===== config.mk =====
export PLATFORM = sky130hd
export DESIGN_NAME = cli_ctrl
export DESIGN_NICKNAME = d
export VERILOG_FILES = /design/src/rtl/core/cli_pkg.sv /design/src/rtl/core/cli_ctrl.sv
export SDC_FILE = /design/constraint.sdc
export NUM_CORES = 1
export LEC_CHECK = 0
export BUFFER_PORTS_ARGS = -buffer_cell sky130_fd_sc_hd__buf_2
export CORE_AREA = 4 4 41 43
export DETAILED_ROUTE_END_ITERATION = 10
export DIE_AREA = 0 0 45 47
export PLACE_DENSITY = 0.76
export SLEW_MARGIN = 30
export SYNTH_ARGS = -nofsm -noshare
export SYNTH_HDL_FRONTEND = slang
export SYNTH_SLANG_ARGS = --single-unit

===== constraint.sdc =====
create_clock -name clk_i -period 3.18 [get_ports clk_i]
set_clock_uncertainty 0.15 [all_clocks]
set_input_delay 0 -clock clk_i [delete_from_list [all_inputs] [get_ports clk_i]]
set_output_delay 0 -clock clk_i [all_outputs]
set_load 0.005 [all_outputs]

===== src/rtl/core/cli_pkg.sv =====
// Shared types and constants of the clamped linear interpolator.
package cli_pkg;

  localparam int unsigned DATA_W  = 32;
  localparam int unsigned INDEX_W = 6;
  localparam int unsigned COUNT_W = 7;

  localparam logic FUNC_LOAD  = 1'b0;
  localparam logic FUNC_QUERY = 1'b1;

  localparam logic [1:0] CLAMP_NONE  = 2'd0;
  localparam logic [1:0] CLAMP_FIRST = 2'd1;
  localparam logic [1:0] CLAMP_LAST  = 2'd2;

  localparam logic [COUNT_W-1:0] POINT_COUNT_RESET = 7'd2;

  typedef struct packed {
    logic                     func;
    logic [INDEX_W-1:0]       point_index;
    logic signed [DATA_W-1:0] point_coordinate;
    logic signed [DATA_W-1:0] point_value;
    logic signed [DATA_W-1:0] query_position;
    logic                     batch_start;
  } req_t;

  typedef struct packed {
    logic signed [DATA_W-1:0] result_value;
    logic [1:0]               clamp_status;
  } rsp_t;

  typedef enum logic [2:0] {
    ST_IDLE,
    ST_CHK_FIRST,
    ST_CHK_LAST,
    ST_CHK_SEG,
    ST_CHK_NEXT,
    ST_MUL,
    ST_DIV,
    ST_FIN
  } state_e;

  typedef enum logic [2:0] {
    ADDR_ZERO,
    ADDR_LAST,
    ADDR_SEG_START,
    ADDR_SEG_INC1,
    ADDR_SEG_INC2
  } addr_sel_e;

  typedef enum logic [1:0] {
    SEG_HOLD,
    SEG_ZERO,
    SEG_START,
    SEG_INC
  } seg_sel_e;

  typedef enum logic [2:0] {
    RES_RD_FIRST,
    RES_RD_LAST,
    RES_SAVED_LAST,
    RES_LEFT,
    RES_LERP
  } res_sel_e;

  typedef struct packed {
    logic      accept;
    logic      wr;
    addr_sel_e addr_sel;
    seg_sel_e  seg_sel;
    logic      lo_load;
    logic      last_load;
    logic      prep;
    logic      mul;
    logic      div_step;
    logic      emit;
    res_sel_e  res_sel;
  } cmd_t;

  typedef struct packed {
    logic is_query;
    logic q_lt_rd;
    logic q_gt_rd;
    logic q_ge_lo;
    logic zero_width;
    logic seg_end;
    logic div_done;
  } sts_t;

endpackage


===== src/rtl/core/cli_ctrl.sv =====
// Sequencer for table search, clamping and the multiply-divide of one request.
module cli_ctrl (
  input  logic          clk_i,
  input  logic          rst_ni,
  input  logic          start,
  input  cli_pkg::sts_t sts_i,
  output cli_pkg::cmd_t cmd_o,
  output logic          busy
);

  cli_pkg::state_e state_q, state_d;

  always_ff @(posedge clk_i or negedge rst_ni) begin
    if (!rst_ni) begin
      state_q <= cli_pkg::ST_IDLE;
    end else begin
      state_q <= state_d;
    end
  end

  always_comb begin
    state_d = state_q;
    unique case (state_q)
      cli_pkg::ST_IDLE: begin
        if (start && sts_i.is_query) begin
          state_d = cli_pkg::ST_CHK_FIRST;
        end
      end
      cli_pkg::ST_CHK_FIRST: begin
        state_d = sts_i.q_gt_rd ? cli_pkg::ST_CHK_LAST : cli_pkg::ST_IDLE;
      end
      cli_pkg::ST_CHK_LAST: begin
        state_d = sts_i.q_lt_rd ? cli_pkg::ST_CHK_SEG : cli_pkg::ST_IDLE;
      end
      cli_pkg::ST_CHK_SEG: begin
        if (!sts_i.q_lt_rd) begin
          state_d = cli_pkg::ST_CHK_NEXT;
        end
      end
      cli_pkg::ST_CHK_NEXT: begin
        priority if (sts_i.q_ge_lo && !sts_i.q_gt_rd) begin
          state_d = sts_i.zero_width ? cli_pkg::ST_IDLE : cli_pkg::ST_MUL;
        end else if (sts_i.seg_end) begin
          state_d = cli_pkg::ST_IDLE;
        end else begin
          state_d = cli_pkg::ST_CHK_NEXT;
        end
      end
      cli_pkg::ST_MUL: begin
        state_d = cli_pkg::ST_DIV;
      end
      cli_pkg::ST_DIV: begin
        if (sts_i.div_done) begin
          state_d = cli_pkg::ST_FIN;
        end
      end
      cli_pkg::ST_FIN: begin
        state_d = cli_pkg::ST_IDLE;
      end
      default: begin
        state_d = cli_pkg::ST_IDLE;
      end
    endcase
  end

  always_comb begin
    cmd_o          = '0;
    cmd_o.addr_sel = cli_pkg::ADDR_ZERO;
    cmd_o.seg_sel  = cli_pkg::SEG_HOLD;
    cmd_o.res_sel  = cli_pkg::RES_LERP;
    unique case (state_q)
      cli_pkg::ST_IDLE: begin
        if (start) begin
          cmd_o.accept = 1'b1;
          cmd_o.wr     = !sts_i.is_query;
        end
      end
      cli_pkg::ST_CHK_FIRST: begin
        if (sts_i.q_gt_rd) begin
          cmd_o.addr_sel = cli_pkg::ADDR_LAST;
        end else begin
          cmd_o.emit    = 1'b1;
          cmd_o.res_sel = cli_pkg::RES_RD_FIRST;
        end
      end
      cli_pkg::ST_CHK_LAST: begin
        if (sts_i.q_lt_rd) begin
          cmd_o.last_load = 1'b1;
          cmd_o.seg_sel   = cli_pkg::SEG_START;
          cmd_o.addr_sel  = cli_pkg::ADDR_SEG_START;
        end else begin
          cmd_o.emit    = 1'b1;
          cmd_o.res_sel = cli_pkg::RES_RD_LAST;
        end
      end
      cli_pkg::ST_CHK_SEG: begin
        if (sts_i.q_lt_rd) begin
          cmd_o.seg_sel  = cli_pkg::SEG_ZERO;
          cmd_o.addr_sel = cli_pkg::ADDR_ZERO;
        end else begin
          cmd_o.lo_load  = 1'b1;
          cmd_o.addr_sel = cli_pkg::ADDR_SEG_INC1;
        end
      end
      cli_pkg::ST_CHK_NEXT: begin
        priority if (sts_i.q_ge_lo && !sts_i.q_gt_rd) begin
          if (sts_i.zero_width) begin
            cmd_o.emit    = 1'b1;
            cmd_o.res_sel = cli_pkg::RES_LEFT;
          end else begin
            cmd_o.prep = 1'b1;
          end
        end else if (sts_i.seg_end) begin
          cmd_o.emit    = 1'b1;
          cmd_o.res_sel = cli_pkg::RES_SAVED_LAST;
        end else begin
          cmd_o.seg_sel  = cli_pkg::SEG_INC;
          cmd_o.lo_load  = 1'b1;
          cmd_o.addr_sel = cli_pkg::ADDR_SEG_INC2;
        end
      end
      cli_pkg::ST_MUL: begin
        cmd_o.mul = 1'b1;
      end
      cli_pkg::ST_DIV: begin
        cmd_o.div_step = 1'b1;
      end
      cli_pkg::ST_FIN: begin
        cmd_o.emit    = 1'b1;
        cmd_o.res_sel = cli_pkg::RES_LERP;
      end
      default: begin
        cmd_o.emit = 1'b0;
      end
    endcase
  end

  assign busy = (state_q != cli_pkg::ST_IDLE);

  assert property (@(posedge clk_i) disable iff (!rst_ni)
    cmd_o.emit |=> state_q == cli_pkg::ST_IDLE)
    else $error("controller did not return to idle after a result");

  assert property (@(posedge clk_i) disable iff (!rst_ni)
    (state_q == cli_pkg::ST_DIV && !sts_i.div_done) |=> state_q == cli_pkg::ST_DIV)
    else $error("division left before its last step");

  assert property (@(posedge clk_i) disable iff (!rst_ni)
    cmd_o.accept |-> state_q == cli_pkg::ST_IDLE)
    else $error("request taken while busy");

endmodule


==> results of run 1 <==
[worst min-delay path, stage by stage]
cell and delay, ns:
buf_2 0.10, nand2_1 0.05, o21ai_0 0.07, nand2_1 0.06, o32ai_1 0.08
[path summary, 6_finish.rpt]
check                             end  cells past startpoint  startpoint
setup / recovery             cmd_o[8]                      4  state_q[2]
hold / removal             state_q[0]                      5    sts_i[6]
setup reg to reg           state_q[2]                      4  state_q[2]
hold reg to reg            state_q[1]                      2  state_q[0]
max in group asynchronous  state_q[0]                      3      rst_ni
min in group asynchronous  state_q[2]                      3      rst_ni
[area by class of cell]
type | count | area [um2] | area share [%]
flip-flops and latches | 3 | 75.1 | 12.0
well taps | 15 | 18.8 | 2.99
multi-input cells | 54 | 337 | 53.6
repair buffers | 29 | 160 | 25.5
clock buffers | 4 | 26.3 | 4.18
inverters | 3 | 11.3 | 1.79
[per-stage QoR]
stage,util [%],cells,hold slack [ns],worst slack (ns)
after floorplan,-,65,-0.446,1.50
after global placement,43.9,101,-0.353,1.32
after detailed placement,43.9,101,-0.354,1.29
after CTS,48.3,108,0.0401,1.10
after global routing,48.3,108,0.0714,1.00
final,48.3,108,0.0410,1.10
[routing by layer]
metal | up-vias | share of wire [%] | track usage [%]
li1 | 285 | - | -
met1 | 251 | 43 | 15.3
met2 | 26 | 49 | 21.5
met3 | 0 | 7.9 | 1.53
met4 | 0 | 0 | 6.43
met5 | - | 0 | 0
[report_power, final]
group	internal, uW	switching, uW
combinational	117	96.2
sequential	50.8	58.0
clock	46.9	18.5
total	215	173
[cell families (layout without fill, tap and decap cells)]
logic type,count (synthesis),count (layout),share of synthesized area [%]
AND/OR/NAND/NOR,35,35,43.9
AO/OA/AOI/OAI,15,15,21.8
buffers and inverters,8,36,9.12
flip-flops,3,3,16.6
XOR/XNOR,2,2,3.87
multiplexers,2,2,4.70
[cells in the mapped netlist, drive strengths merged]
cell    instances  area, um2
a21oi           1       5.00
a31o            1       8.76
a31oi           1       6.26
a32oi           1       8.76
and2            1       6.26
and2b           1       7.51
and3            1       6.26
buf             2       18.8
clkbuf          3       11.3
dfrtp           3       75.1
inv             3       11.3
mux2            1       11.3
mux2i           1       10.0
nand2           8       30.0
nand2b          2       12.5
nand3b          3       26.3
nor2            9       33.8
nor2b           1       6.26
nor3            2       10.0
nor3b           3       22.5
o211a           1       10.0
o21ai           7       35.0
o31a            1       8.76
o31ai           1       7.51
o32ai           1       8.76
or3             2       17.5
or3b            2       20.0
xnor2           2       17.5
==> flow_metrics.tcl, run 1 <==
set metrics [dict create \
    status "finished clean" \
    avgSynthCellArea_um2 6.97 \
    cp_top_family "simple AND/OR/NAND/NOR gates" \
    layout_min_cycle_time_ns 2.08 \
    clockRootBuffer "clkbuf_4" \
    viasPerCell 5.20 \
    regMostFlops "state_q" \
    drt_wl_total_um 1240 \
    reg2reg_slack_ns 1.28 \
    start_kind "register" \
    top_regs "state_q (3)" \
    total_leakage_power_uw 0.000334 \
    cp-end-kind "output port" \
    final_cell_mix "26 x buf_2, 9 x nor2_1, 8 x nand2_1" \
    finalHoldViolCount 0 \
    nFillCells 148 \
    dpl-instance-area_um2 572 \
    design.die.area_um2 2120 \
    rows 13 \
    clkLatencyLatePin_ns 0.23 \
    setup_tns_ns 0 \
    antenna_found_initial 0 \
    slew_violations 0 \
    track_usage_pct 12.5 \
    detail_route.iter0.violations 14 \
    cts.sinks 3 \
    max_slew.worst_pin.slew_ns 0.508 \
    max_stage_delay_ns 0.61 \
    drc 0 \
    dp.final_hpwl_um 937 \
    h-tree-depth 1 \
    cp.required_ns 3.03 \
    place.port_buffers 26 \
    final_common_cell "buf_2" \
    hold_buffers 3 \
    rsz0062_at_grt "no" \
    ant_nets 0 \
    dr.pass1.iters 4 \
    synth.distinct_cells 32 \
    fin_total_pwr_uw 388 \
    io_pins 27 \
    num_antenna_cells 0 \
    start_util_pct 34.8 \
    path_max_fanout 17 \
    cts_buffers 3 \
    postCtsSetupBuffers 0 \
    wl_per_cell_um 11.5 \
    worstSetupPathType "reg2out" \
    grt_pass1_wl_um 1970 \
    path_cells "or3b_4 > or3_4 > o31ai_1 > buf_2" \
    worst-path-buf-inv 1 \
    fmax_mhz 482 \
    hp-class "in2reg" \
    grt_max_degree 20 \
    core_area_um2 1300 \
    min_period_over_period_pct 65.3 \
    syn_area_um2 453 \
    design_area_um2 628 \
    p_per_area_nw_per_um2 617 \
    nets 104 \
    ir_worst_vdd_mv 0.246 \
    relSlewSlack_pct 66.1 \
    cts_tree "done" \
    synth_nets 75 \
    cts_max_path_buffers 2 \
    areaGrowthSynthToFinish_pct 38.7 \
    synth-seq-cells 3 \
    maxCapViolations 0 \
    layout-drive-gt1-share_pct 36.6 \
    syn_inst 65 \
    vias 562 \
    die_h_um 47 \
    yosysWarnings 0 \
    place_congestion 0.774 \
    largest_register_ffs 3 \
    dieWidth_um 45 \
    cts.clk_slew.worst_paths_ns 0.04 \
    grt_pass1_vias 508 \
    ys_seq_area_share_pct 16.6 \
    grt-ovfl-total 0 \
    arrival_ns 1.93 \
    setup_viol 0 \
    slowest_stage "dfrtp_1" \
    ctsResizeCount 0 \
]
Power figures use the tool's default switching activity.
==> inputs of run 2 (changes only) <==
--- a/config.mk
+++ b/config.mk
@@ -9,7 +9,7 @@
 export CORE_AREA = 4 4 41 43
 export DETAILED_ROUTE_END_ITERATION = 10
 export DIE_AREA = 0 0 45 47
-export PLACE_DENSITY = 0.76
+export PLACE_DENSITY = 0.79
 export SLEW_MARGIN = 30
 export SYNTH_ARGS = -nofsm -noshare
 export SYNTH_HDL_FRONTEND = slang
==> constraint.sdc (replaced) <==
create_clock -name clk_i -period 1.7 [get_ports clk_i]
set_clock_uncertainty 0.15 [all_clocks]
set_input_delay 0 -clock clk_i [delete_from_list [all_inputs] [get_ports clk_i]]
set_output_delay 0 -clock clk_i [all_outputs]
set_load 0.005 [all_outputs]
==> flow_metrics.tcl, run 2 (synthesis results as in run 1) <==
set metrics [dict create \
    max_slew.worst_pin.slew_ns 0.261 \
    arrival_ns 1.64 \
    design_area_um2 667 \
    maxCapViolations 0 \
    antenna_found_initial 0 \
    drc 0 \
    grt_use_met1_pct 18.2 \
    cts_tree "done" \
    cp-end-kind "output port" \
    start_kind "register" \
    io_pins 27 \
    track_usage_pct 13.2 \
    start_util_pct 34.8 \
    status "finished, violations left" \
    finalHoldViolCount 0 \
    setup_viol 5 \
    nFillCells 147 \
    regMostFlops "state_q" \
    rows 13 \
    relSlewSlack_pct 82.6 \
    clkLatencyLatePin_ns 0.24 \
    h-tree-depth 1 \
    final_common_cell "buf_2" \
    p_per_area_nw_per_um2 1190 \
    largest_register_ffs 3 \
    total_leakage_power_uw 0.000355 \
    cp.required_ns 1.55 \
    fmax_mhz 557 \
    dieWidth_um 45 \
    detail_route.iter0.violations 7 \
    grt_use_met3_pct 1.53 \
    dp.final_hpwl_um 966 \
    top_regs "state_q (3)" \
    cts_buffers 3 \
    path_max_fanout 6 \
    wl_per_cell_um 11.4 \
    slew_violations 0 \
    cts_max_path_buffers 2 \
    grt_use_met2_pct 20.1 \
    min_period_over_period_pct 106 \
    grt.busiest_layer "met2" \
    layout_min_cycle_time_ns 1.79 \
    cts.sinks 3 \
    drt_wl_total_um 1270 \
    grt-ovfl-total 0 \
    violations "setup timing" \
    vias 559 \
    ant_nets 0 \
    worst_slack_ns -0.0938 \
    design.die.area_um2 2120 \
    grt_pass1_wl_um 2080 \
    cts.clk_slew.worst_paths_ns 0.04 \
    hp-class "in2reg" \
    nets 108 \
    viasPerCell 4.99 \
    place_congestion 0.802 \
    areaGrowthSynthToFinish_pct 47.2 \
    dpl-instance-area_um2 594 \
    utilization_pct 51.2 \
    place.port_buffers 26 \
    layout-drive-gt1-share_pct 41.2 \
    grt_pass1_vias 488 \
    clockRootBuffer "clkbuf_4" \
    worstSetupPathType "reg2out" \
    die_h_um 47 \
    ir_worst_vdd_mv 0.428 \
    core_area_um2 1300 \
    dr.pass1.iters 4 \
    final_cell_mix "26 x buf_2, 9 x nor2_1, 8 x nand2_1" \
    rsz0062_at_grt "yes" \
    num_antenna_cells 0 \
    grt_max_degree 19 \
]
run 2: final cells by class:
| class | instances | area [um2] | area share [%] |
|---|---|---|---|
| tap | 15 | 18.8 | 2.81 |
| clock buffer | 4 | 26.3 | 3.94 |
| timing repair buffer | 33 | 190 | 28.5 |
| sequential | 3 | 75.1 | 11.3 |
| multi-input combinational | 54 | 345 | 51.8 |
| inverter | 3 | 11.3 | 1.69 |
run 2: per-stage QoR:
stage | hold WS (ns) | total power [uW] | worst slack [ns] | TNS, ns | std cells
2_1_floorplan | -0.446 | 473 | 0.0164 | 0 | 65
3_3_place_gp | -0.352 | 631 | 0.112 | 0 | 104
3_5_place_dp | -0.352 | 640 | 0.0641 | 0 | 104
4_1_cts | 0.0333 | 785 | -0.0962 | -0.344 | 112
5_1_grt | 0.0985 | 879 | -0.149 | -0.615 | 112
6_report | 0.0402 | 794 | -0.0938 | -0.307 | 112
run 2: worst paths after layout:
kind | start | to | slack, ns | cells past startpoint
setup / recovery | state_q[1] | cmd_o[8] | -0.09 | 4
hold / removal | sts_i[6] | state_q[0] | 0.04 | 5
setup reg to reg | state_q[1] | state_q[2] | 0.07 | 4
hold reg to reg | state_q[0] | state_q[0] | 0.57 | 2
max in group asynchronous | rst_ni | state_q[2] | 0.77 | 3
min in group asynchronous | rst_ni | state_q[0] | 0.48 | 3
run 2: power by group:
part	internal, uW	switching, uW
clock	88.0	38.6
sequential	96.7	13.2
combinational	271	287
total	456	338
run 2: timing repair:
| item | 4_1_cts | 5_1_grt |
|---|---|---|
| endpoints found under the setup margin | 5 | 6 |
| hold buffers | 3 | 0 |
| resized for setup | 1 | 3 |
| hold endpoints to repair | 4 | 0 |
| buffers inserted | 1 | 0 |
run 2: worst max-delay path, stage by stage (launching register included):
cell and delay [ns]:
dfrtp_1 0.37, or3b_4 0.40, or3_4 0.42, o31ai_1 0.08, buf_2 0.15
run 2: per-layer routing:
layer	vias up	part of all wire, %
met5	-	0
met4	0	1.6
met3	2	7.7
met2	25	45
met1	242	45
li1	290	-
